### src/hdl/ced_pkg.sv
// ---------------------------------------------------------------------------
// Edit distance package
// Beat types, field widths and command codes.
// ---------------------------------------------------------------------------
`default_nettype none

package ced_pkg;

    localparam int MAX_LEN_DEF = 32;
    localparam int CH_W        = 21;
    localparam int DIST_W      = 6;
    localparam int DIST_MAX    = 63;

    localparam logic OP_FIRST  = 1'b0;
    localparam logic OP_SECOND = 1'b1;

    typedef struct packed {
        logic            op;
        logic [CH_W-1:0] ch;
        logic            last;
    } ced_in_t;

    typedef struct packed {
        logic [DIST_W-1:0] distance;
        logic              overflow;
    } ced_out_t;

endpackage

`default_nettype wire

### src/hdl/ced_ram.sv
// ---------------------------------------------------------------------------
// Generic RAM
// One write port, one read port, registered read data.
// ---------------------------------------------------------------------------
`default_nettype none

module ced_ram #(
    parameter int W = 8,
    parameter int D = 32
) (
    input  wire logic                 clk,
    input  wire logic                 we,
    input  wire logic [$clog2(D)-1:0] waddr,
    input  wire logic [W-1:0]         wdata,
    input  wire logic                 re,
    input  wire logic [$clog2(D)-1:0] raddr,
    output logic      [W-1:0]         rdata
);

    logic [W-1:0] mem [D];

    always_ff @(posedge clk)
    begin
        if (we)
        begin
            mem[waddr] <= wdata;
        end
        if (re)
        begin
            rdata <= mem[raddr];
        end
    end

endmodule

`default_nettype wire

### src/hdl/char_edit_distance_top.sv
// Non-last beats and first-word beats are taken while busy stays low.
// The last second-word beat starts the distance run: cost row seeding, cell
// updates (one shared min unit, one cell per read/update pair, none if either
// word is empty) and a one-cycle result strobe; busy is high throughout.
// Reset clears lengths, overflow flag and sequencer; stores need no clearing.
// ---------------------------------------------------------------------------
// Character edit distance
// Loads two words into RAM and runs a row-by-row Levenshtein sequencer.
// ---------------------------------------------------------------------------
`default_nettype none

module char_edit_distance_top
    import ced_pkg::*;
#(
    parameter int MAX_LEN = MAX_LEN_DEF
) (
    input  wire logic     clk,
    input  wire logic     rst_n,
    input  wire logic     start,
    input  wire ced_in_t  cmd,
    output logic          busy,
    output logic          done,
    output ced_out_t      result
);

    localparam int LW = $clog2(MAX_LEN + 1);
    localparam int AW = $clog2(MAX_LEN);
    localparam int OW = (LW > DIST_W) ? LW : DIST_W;

    localparam logic [2:0] S_IDLE = 3'd0;
    localparam logic [2:0] S_INIT = 3'd1;
    localparam logic [2:0] S_RD   = 3'd2;
    localparam logic [2:0] S_CMP  = 3'd3;
    localparam logic [2:0] S_OUT  = 3'd4;

    logic [2:0]    state_reg, state_next;
    logic [LW-1:0] fl_reg, fl_next;
    logic [LW-1:0] sl_reg, sl_next;
    logic          trunc_reg, trunc_next;
    logic [LW-1:0] i_reg, i_next;
    logic [LW-1:0] j_reg, j_next;
    logic [LW-1:0] left_reg, left_next;
    logic [LW-1:0] diag_reg, diag_next;

    logic            fw_we, sw_we, fw_re, sw_re, row_we, row_re;
    logic [AW-1:0]   fw_raddr, sw_raddr;
    logic [LW-1:0]   row_waddr, row_raddr, row_wdata;
    logic [CH_W-1:0] fw_rdata, sw_rdata;
    logic [LW-1:0]   row_rdata;

    logic [LW-1:0] im1, jm1;
    logic [LW:0]   cand_up, cand_left, cand_diag, best;
    logic [LW-1:0] cell_new;
    logic [OW-1:0] left_wide;
    logic          accept;

    ced_ram #(.W(CH_W), .D(MAX_LEN)) u_first (
        .clk   (clk),
        .we    (fw_we),
        .waddr (fl_reg[AW-1:0]),
        .wdata (cmd.ch),
        .re    (fw_re),
        .raddr (fw_raddr),
        .rdata (fw_rdata)
    );

    ced_ram #(.W(CH_W), .D(MAX_LEN)) u_second (
        .clk   (clk),
        .we    (sw_we),
        .waddr (sl_reg[AW-1:0]),
        .wdata (cmd.ch),
        .re    (sw_re),
        .raddr (sw_raddr),
        .rdata (sw_rdata)
    );

    ced_ram #(.W(LW), .D(MAX_LEN + 1)) u_row (
        .clk   (clk),
        .we    (row_we),
        .waddr (row_waddr),
        .wdata (row_wdata),
        .re    (row_re),
        .raddr (row_raddr),
        .rdata (row_rdata)
    );

    assign accept = start && !busy;
    assign im1    = i_reg - LW'(1);
    assign jm1    = j_reg - LW'(1);

    // shared min unit
    always_comb
    begin
        cand_up   = {1'b0, row_rdata} + (LW+1)'(1);
        cand_left = {1'b0, left_reg} + (LW+1)'(1);
        cand_diag = {1'b0, diag_reg} + (LW+1)'(fw_rdata != sw_rdata);
        best      = (cand_up < cand_left) ? cand_up : cand_left;
        best      = (cand_diag < best) ? cand_diag : best;
        cell_new  = best[LW-1:0];
    end

    always_comb
    begin
        state_next = state_reg;
        fl_next    = fl_reg;
        sl_next    = sl_reg;
        trunc_next = trunc_reg;
        i_next     = i_reg;
        j_next     = j_reg;
        left_next  = left_reg;
        diag_next  = diag_reg;
        fw_we      = 1'b0;
        sw_we      = 1'b0;
        fw_re      = 1'b0;
        sw_re      = 1'b0;
        row_we     = 1'b0;
        row_re     = 1'b0;
        fw_raddr   = im1[AW-1:0];
        sw_raddr   = jm1[AW-1:0];
        row_raddr  = j_reg;
        row_waddr  = j_reg;
        row_wdata  = j_reg;

        unique case (state_reg)
            S_IDLE:
            begin
                if (accept)
                begin
                    if (cmd.op == OP_FIRST)
                    begin
                        if (fl_reg != LW'(MAX_LEN))
                        begin
                            fw_we   = 1'b1;
                            fl_next = fl_reg + LW'(1);
                        end
                        else
                        begin
                            trunc_next = 1'b1;
                        end
                    end
                    else
                    begin
                        if (sl_reg != LW'(MAX_LEN))
                        begin
                            sw_we   = 1'b1;
                            sl_next = sl_reg + LW'(1);
                        end
                        else
                        begin
                            trunc_next = 1'b1;
                        end
                        if (cmd.last)
                        begin
                            j_next     = '0;
                            state_next = S_INIT;
                        end
                    end
                end
            end
            S_INIT:
            begin
                row_we = 1'b1;
                if (j_reg == sl_reg)
                begin
                    if (fl_reg == '0)
                    begin
                        left_next  = sl_reg;
                        state_next = S_OUT;
                    end
                    else if (sl_reg == '0)
                    begin
                        left_next  = fl_reg;
                        state_next = S_OUT;
                    end
                    else
                    begin
                        i_next     = LW'(1);
                        j_next     = LW'(1);
                        left_next  = LW'(1);
                        diag_next  = '0;
                        state_next = S_RD;
                    end
                end
                else
                begin
                    j_next = j_reg + LW'(1);
                end
            end
            S_RD:
            begin
                sw_re      = 1'b1;
                row_re     = 1'b1;
                fw_re      = (j_reg == LW'(1));
                state_next = S_CMP;
            end
            S_CMP:
            begin
                row_we    = 1'b1;
                row_wdata = cell_new;
                diag_next = row_rdata;
                left_next = cell_new;
                if (j_reg == sl_reg)
                begin
                    if (i_reg == fl_reg)
                    begin
                        state_next = S_OUT;
                    end
                    else
                    begin
                        // next row: cell (i,0) = i, diag starts at (i,0) of previous row
                        i_next     = i_reg + LW'(1);
                        j_next     = LW'(1);
                        left_next  = i_reg + LW'(1);
                        diag_next  = i_reg;
                        state_next = S_RD;
                    end
                end
                else
                begin
                    j_next     = j_reg + LW'(1);
                    state_next = S_RD;
                end
            end
            S_OUT:
            begin
                fl_next    = '0;
                sl_next    = '0;
                trunc_next = 1'b0;
                state_next = S_IDLE;
            end
            default:
            begin
                state_next = S_IDLE;
            end
        endcase
    end

    always_ff @(posedge clk or negedge rst_n)
    begin
        if (!rst_n)
        begin
            state_reg <= S_IDLE;
            fl_reg    <= '0;
            sl_reg    <= '0;
            trunc_reg <= 1'b0;
        end
        else
        begin
            state_reg <= state_next;
            fl_reg    <= fl_next;
            sl_reg    <= sl_next;
            trunc_reg <= trunc_next;
        end
    end

    always_ff @(posedge clk)
    begin
        i_reg    <= i_next;
        j_reg    <= j_next;
        left_reg <= left_next;
        diag_reg <= diag_next;
    end

    assign busy      = (state_reg != S_IDLE);
    assign done      = (state_reg == S_OUT);
    assign left_wide = OW'(left_reg);

    always_comb
    begin
        result.overflow = trunc_reg;
        if (left_wide > OW'(DIST_MAX))
        begin
            result.distance = DIST_W'(DIST_MAX);
        end
        else
        begin
            result.distance = left_wide[DIST_W-1:0];
        end
    end

endmodule

`default_nettype wire

### config.mk
export PLATFORM = sky130hd
export DESIGN_NAME = char_edit_distance_top
export DESIGN_NICKNAME = d
export VERILOG_FILES = /design/src/hdl/ced_pkg.sv /design/src/hdl/ced_ram.sv /design/src/hdl/char_edit_distance_top.sv
export SDC_FILE = /design/constraint.sdc
export NUM_CORES = 2
export LEC_CHECK = 0
export BUFFER_PORTS_ARGS = -buffer_cell sky130_fd_sc_hd__buf_2
export CORE_MARGIN = 1.5
export CORE_UTILIZATION = 55
export CTS_CLUSTER_SIZE = 14
export DETAILED_ROUTE_END_ITERATION = 6
export PLACE_DENSITY = 0.82
export SLEW_MARGIN = 20
export SYNTH_ARGS = -nofsm -noshare
export SYNTH_HDL_FRONTEND = slang
export SYNTH_SLANG_ARGS = --single-unit
### constraint.sdc
create_clock -name clk -period 6.1 [get_ports clk]
set_clock_uncertainty 0.05 [all_clocks]
set_input_delay 1.22 -clock clk [delete_from_list [all_inputs] [get_ports clk]]
set_output_delay 1.22 -clock clk [all_outputs]
set_load 0.03 [all_outputs]
# Yosys cells after proc, flatten, opt, wreduce, memory -nomap -nowiden
# Memory sizes are Yosys's and may differ from the RTL's. A register that Yosys moved wholly into a read port is not among the register bits.
# Cells that the tools add are included.
dict set report classes {
  eq_ne 26
  n_addsub 9
  reduce_logical 18
  n_mux 68
  n_lt_le_gt_ge 3
}
# op count
set op_table {}
lappend op_table {{$mux W6} 30}
lappend op_table {{$pmux W6 S2} 5}
lappend op_table {{$add A6 B1 Y6 const B} 4}
lappend op_table {{$mux W3} 8}
lappend op_table {{$ne A2 B2 Y1 const B} 11}
lappend op_table {{$mux W1} 21}
lappend op_table {{$ne A21 B21 Y1} 1}
lappend op_table {{$reduce_and A4 Y1} 5}
lappend op_table {{$pmux W6 S3} 1}
lappend op_table {{$ne A3 B3 Y1 const B} 5}
lappend op_table {{$add A6 B1 Y7 const B} 2}
lappend op_table {{$lt A7 B7 Y1} 2}
lappend op_table {{$eq A6 B6 Y1} 2}
lappend op_table {{$logic_not A6 Y1} 2}
lappend op_table {{$ne A6 B6 Y1 const B} 2}
lappend op_table {{$pmux W3 S4} 1}
lappend op_table {{$sub A5 B1 Y5 const B} 2}
lappend op_table {{$add A6 B1 Y7} 1}
lappend op_table {{$mux W7} 1}
lappend op_table {{$reduce_and A7 Y1} 1}
lappend op_table {{$eq A3 B2 Y1 const B} 2}
lappend op_table {{$eq A6 B1 Y1 const B} 1}
lappend op_table {{$gt A6 B6 Y1 const B} 1}
lappend op_table {{$reduce_and A6 Y1} 1}
lappend op_table {{other kinds (10)} 12}
dict set report word_totals {
  mem_bits_rw 1542
  regBits 40
  word_cells 135
  output_inout_bits 9
  memories 3
}
# memory depth word_bits rd rd_ports_with_merged_regs write_ports line_no
set memory_table {}
lappend memory_table {u_first.mem 32 21 1 1 1 ced_ram.sv:20} ;# logic [W-1:0] mem [D];
lappend memory_table {u_second.mem 32 21 1 1 1 ced_ram.sv:20}
lappend memory_table {u_row.mem 33 6 1 1 1 ced_ram.sv:20}

# Logic depth before layout (Yosys ltp)
dict set report logic_depth {
  word_depth 8
  ltp_mapped 18
  depth_no_buf 18
}

# Cells and area by module
# Synthesis repeated with hierarchy kept, for this count alone.
dict set report hier_totals {
  hier_cells 3824
  area_unflattened_um2 65664.2
}
# mod area_per_inst_um2 instances cells_each
set modules_own_cells {}
lappend modules_own_cells {{ced_ram (u_first ...)} 26962.1 2 1481}
lappend modules_own_cells {{ced_ram (u_row)} 8220.4 1 458}
lappend modules_own_cells {char_edit_distance_top 3519.6 1 404}

# Worst setup path after synthesis
# OpenSTA, ideal clock, no wires.
dict set report synth_timing {
  path_kind {flip-flop to flip-flop}
  from {register left_reg[0]}
  to {memory u_row.mem[0][2] (netlist name), data pin}
  path_stages_with_launch 15
  setup_ns 0.462
  path_buffers 0
  required_time_ns 5.588
  setup_slack_ns 0.477
  arrival_ns 5.111
  cell_sequence {edfxtp_1 -> ha_1 -> inv_1 -> ha_1 -> a2111oi_4 -> a2111oi_1 -> nor2_1 -> mux2_2 -> ha_1 -> a21o_1 -> a21oi_1 -> nand2_1 -> o31ai_4 -> mux2_2 -> o21ai_0}
}
dict set report synth_between {
  elab_chain_cells 6
}
# item line_no
set synth_rtl {}
lappend synth_rtl {{start, declared} char_edit_distance_top.sv:42} ;# logic [LW-1:0] left_reg, left_next;
lappend synth_rtl {{start signal, assigned} char_edit_distance_top.sv:260} ;# left_reg <= left_next;
lappend synth_rtl {{$add A6 B1 Y7 *} char_edit_distance_top.sv:95} ;# cand_left = {1'b0, left_reg} + (LW+1)'(1);
lappend synth_rtl {{$lt A7 B7 Y1} char_edit_distance_top.sv:97} ;# best = (cand_up < cand_left) ? cand_up : cand_left;
lappend synth_rtl {{$mux W7 *} char_edit_distance_top.sv:97}
lappend synth_rtl {{$lt A7 B7 Y1} char_edit_distance_top.sv:98} ;# best = (cand_diag < best) ? cand_diag : best;
lappend synth_rtl {{$mux W6 *} char_edit_distance_top.sv:98}
lappend synth_rtl {{$mux W6 *} char_edit_distance_top.sv:124} ;# unique case (state_reg)
lappend synth_rtl {{named net row_wdata[2]} char_edit_distance_top.sv:47} ;# logic [LW-1:0] row_waddr, row_raddr, row_wdata;
lappend synth_rtl {{end, declared} ced_ram.sv:20}
# Mark *: on every way through the listed nets, which the timed path passes. The rest lies on a longest branch.

# Worst setup path in the final report
dict set report layout_timing {
  from {register u_row.rdata[0], read port of u_row.mem}
  to {memory u_row.mem[29][2] (netlist name), data pin}
}
dict set report layout_between {
  elab_chain_cells 6
}
# item line_no
set layout_rtl {}
lappend layout_rtl {{start, declared} ced_ram.sv:17} ;# output logic [W-1:0] rdata
lappend layout_rtl {{$add A6 B1 Y7 *} char_edit_distance_top.sv:94} ;# cand_up = {1'b0, row_rdata} + (LW+1)'(1);
lappend layout_rtl {{$lt A7 B7 Y1} char_edit_distance_top.sv:97}
lappend layout_rtl {{$mux W7 *} char_edit_distance_top.sv:97}
lappend layout_rtl {{$lt A7 B7 Y1} char_edit_distance_top.sv:98}
lappend layout_rtl {{$mux W6 *} char_edit_distance_top.sv:98}
lappend layout_rtl {{$mux W6 *} char_edit_distance_top.sv:124}
lappend layout_rtl {{named net row_wdata[2]} char_edit_distance_top.sv:47}
# Marked as above.

==> impl_metrics.ini <==
[status]
status = finished, final reports clean

[critical_path]
crit_path_start_kind = flip-flop
critPathKind = flip-flop to flip-flop
cp_max_fo = 33
cp-end-kind = flip-flop
crit_arrival_ns = 5.63
cp.required_ns = 6.61

[clock_network]
cts_buffers = 157
ctsHoldBuffers = 0
htree_levels = 4
cts_max_path_buffers = 3
cts_root_buffer = clkbuf_16
cts_resized = 0
clkSinkCount = 1630
cts_tree = built
clk_pin_slew_worst_paths_ns = 0.08
clk-insertion-delay-late_ns = 0.78
cts_setup_buffers = 0

[sta]
finalSetupViolations = 0
final_max_slew_viol_count = 0
finalSetupTns_ns = 0
max_freq_ghz = 0.195
hold_viol = 0
setup_slack_ns = 0.975
slew_headroom_pct = 22.6
min_period_ns = 5.13
rsz0062_at_grt = no
tightest_slew_ns = 1.16
fin_crit_sh_pct = 84.0

[layout]
layout_common_cells = edfxtp_1, mux4_2, clkbuf_16, nor2_1, buf_4
largestRegisters = u_first.mem x672, u_second.mem x672, u_row.mem x198
nets = 3074
nFillCells = 6971
layout-drive-gt1-share_pct = 29.6
area_growth_pct = 11.8
final_common_cell = edfxtp_1

[place]
dp_hpwl_um = 81500
gp_congestion = 0.857
portBuffers = 34
dp_slack_ns = 1.06

[synthesis]
ys_warn_count = 0
syn-mean-instance-area_sq_um = 22.0
synth_edf_count = 1614
synth_top_flop_cell = edfxtp_1
ys_seq_elements = 1630
synth_area_sq_um = 63800
async_flop_share_pct = 0.982
syn_nets = 2948
synthCells = 2894
synth.distinct_cells = 59
seq_area_frac_synth_pct = 76.6

[floorplanning]
dieHeight_um = 344
dieArea_sq_um = 118000
start_util_pct = 55.6
die_width_um = 344
io_pins = 35
core_area_sq_um = 115000
rows = 124

[global_route]
antenna_found_initial = 9
grt_pass1_wl_um = 235000
grt_max_degree = 108
gr-total-overflow = 0
grt_use_total_pct = 28.2
grt_pass1_vias = 33100

[detailed_routing]
wire_per_inst_um = 35.3
drt-pass1-iter-count = 6
vias_per_cell = 7.06
drc_errors = 0
first_iter_violations = 5421
ant_nets = 0
vias = 32900
wl_um = 165000

[min_path]
hold_path_class = input port to asynchronous set/reset pin

[pwr]
power_leakage_nw = 22.2
irDropWorstVdd_mv = 0.488
p_per_area_nw_per_um2 = 455
total_power_w = 0.0325

[flow_run]
drv_cap = 0
==> per-stage QoR <==
stage	hold WS [ns]	std cells	utilization (%)	cell area [sq um]
global route	0.331	4653	62.2	71300
global placement	0.503	4373	57.8	66300
detailed placement	0.492	4373	57.8	66300
floorplan	0.417	2894	-	63800
finish	0.304	4656	62.2	71300
CTS	0.285	4652	62.2	71300
==> logic make-up after synthesis <==
kind of cell | synth area share (%)
multiplexers | 16.9
AO/OA/AOI/OAI | 1.71
flip-flops | 76.6
buffers and inverters | 1.03
XOR/XNOR | 0.920
adder cells (fa/ha/maj) | 0.549
AND/OR/NAND/NOR | 2.29
==> worst max-delay path, stage by stage, from the launching register on <==
cell,delay (ns)
edfxtp_1,0.50
ha_1,0.29
xor2_1,0.25
ha_1,0.28
o21a_1,0.16
nor2_1,0.25
a2111oi_1,0.14
nor2_1,0.42
mux2i_1,0.34
inv_1,0.08
ha_1,0.20
a21o_1,0.15
a21o_1,0.17
a21oi_1,0.17
nand2_1,0.13
o31ai_4,0.48
mux2_2,0.42
o21ai_2,0.11
buf_4,0.30
==> where the power goes <==
group / internal, W / total [W] / switching (W)
clock network: 0.00536 / 0.00961 / 0.00425
logic: 0.00386 / 0.00932 / 0.00546
registers: 0.0132 / 0.0136 / 0.000337
total: 0.0224 / 0.0325 / 0.0101
==> area by class of cell <==
class                   instances  area (sq um)  share of cell area, %
flip-flops and latches       1630         48900                   68.5
multi-input cells            1094         14600                   20.5
clock buffers                 186          4090                   5.73
well taps                    1512          1890                   2.65
repair buffers                118           897                   1.26
clock inverters                93           880                   1.23
inverters                      19          71.3                  0.100
diodes                          4          10.0                 0.0140
==> final timing paths <==
check                                      startpoint                    endpoint  slack, ns  cells past startpoint
setup / recovery             u_row.rdata[0]$_DFFE_PP_  u_row.mem[29][2]$_DFFE_PP_       0.97                     18
hold / removal                                  rst_n       fl_reg[1]$_DFFE_PN0P_       0.30                      1
setup reg to reg             u_row.rdata[0]$_DFFE_PP_  u_row.mem[29][2]$_DFFE_PP_       0.97                     18
hold reg to reg            u_row.mem[32][0]$_DFFE_PP_    u_row.rdata[0]$_DFFE_PP_       0.51                      2
max in group asynchronous                       rst_n    state_reg[0]$_DFFE_PN0P_       5.40                      1
min in group clk           u_row.mem[32][0]$_DFFE_PP_    u_row.rdata[0]$_DFFE_PP_       0.51                      2
==> cells in the mapped netlist (all sizes together), types with 2 or more instances <==
| master | instances | area (sq um) |
|---|---|---|
| mux4 | 438 | 9860 |
| o32a | 2 | 20.0 |
| inv | 17 | 63.8 |
| edfxtp | 1614 | 48500 |
| a31oi | 4 | 25.0 |
| clkinv | 2 | 7.51 |
| o22a | 4 | 35.0 |
| nand3b | 9 | 67.6 |
| nor3b | 3 | 22.5 |
| or3b | 4 | 35.0 |
| or3 | 9 | 56.3 |
| a22oi | 10 | 75.1 |
| o221ai | 8 | 70.1 |
| nor3 | 12 | 60.1 |
| o21a | 3 | 22.5 |
| ha | 28 | 350 |
| nor2 | 163 | 612 |
| a211oi | 2 | 15.0 |
| nand4 | 9 | 56.3 |
| xor2 | 20 | 175 |
| o21ai | 20 | 100 |
| a21o | 2 | 15.0 |
| nor4 | 5 | 31.3 |
| nor2b | 4 | 25.0 |
| o22ai | 5 | 31.3 |
| o31ai | 5 | 51.3 |
| o221a | 2 | 22.5 |
| and3 | 4 | 25.0 |
| nand3 | 26 | 130 |
| a221oi | 30 | 263 |
| xnor2 | 47 | 412 |
| nand2b | 5 | 31.3 |
| dfrtp | 16 | 400 |
| mux2i | 16 | 160 |
| nand2 | 69 | 259 |
| and2 | 5 | 31.3 |
| a21oi | 37 | 185 |
| clkbuf | 111 | 417 |
| mux2 | 66 | 743 |
| a2111oi | 3 | 46.3 |
| a22o | 3 | 26.3 |
| buf | 40 | 169 |
| a211o | 3 | 26.3 |
==> metal layers <==
layer,global-route usage (%),vias up,wire [um]
met5,0,-,27
met2,44.6,2893,79800
met4,11.9,4,8040
met1,38.2,17000,56800
li1,-,12400,-
met3,6.74,520,19900
Note: power is estimated with default switching activity, not from simulation.
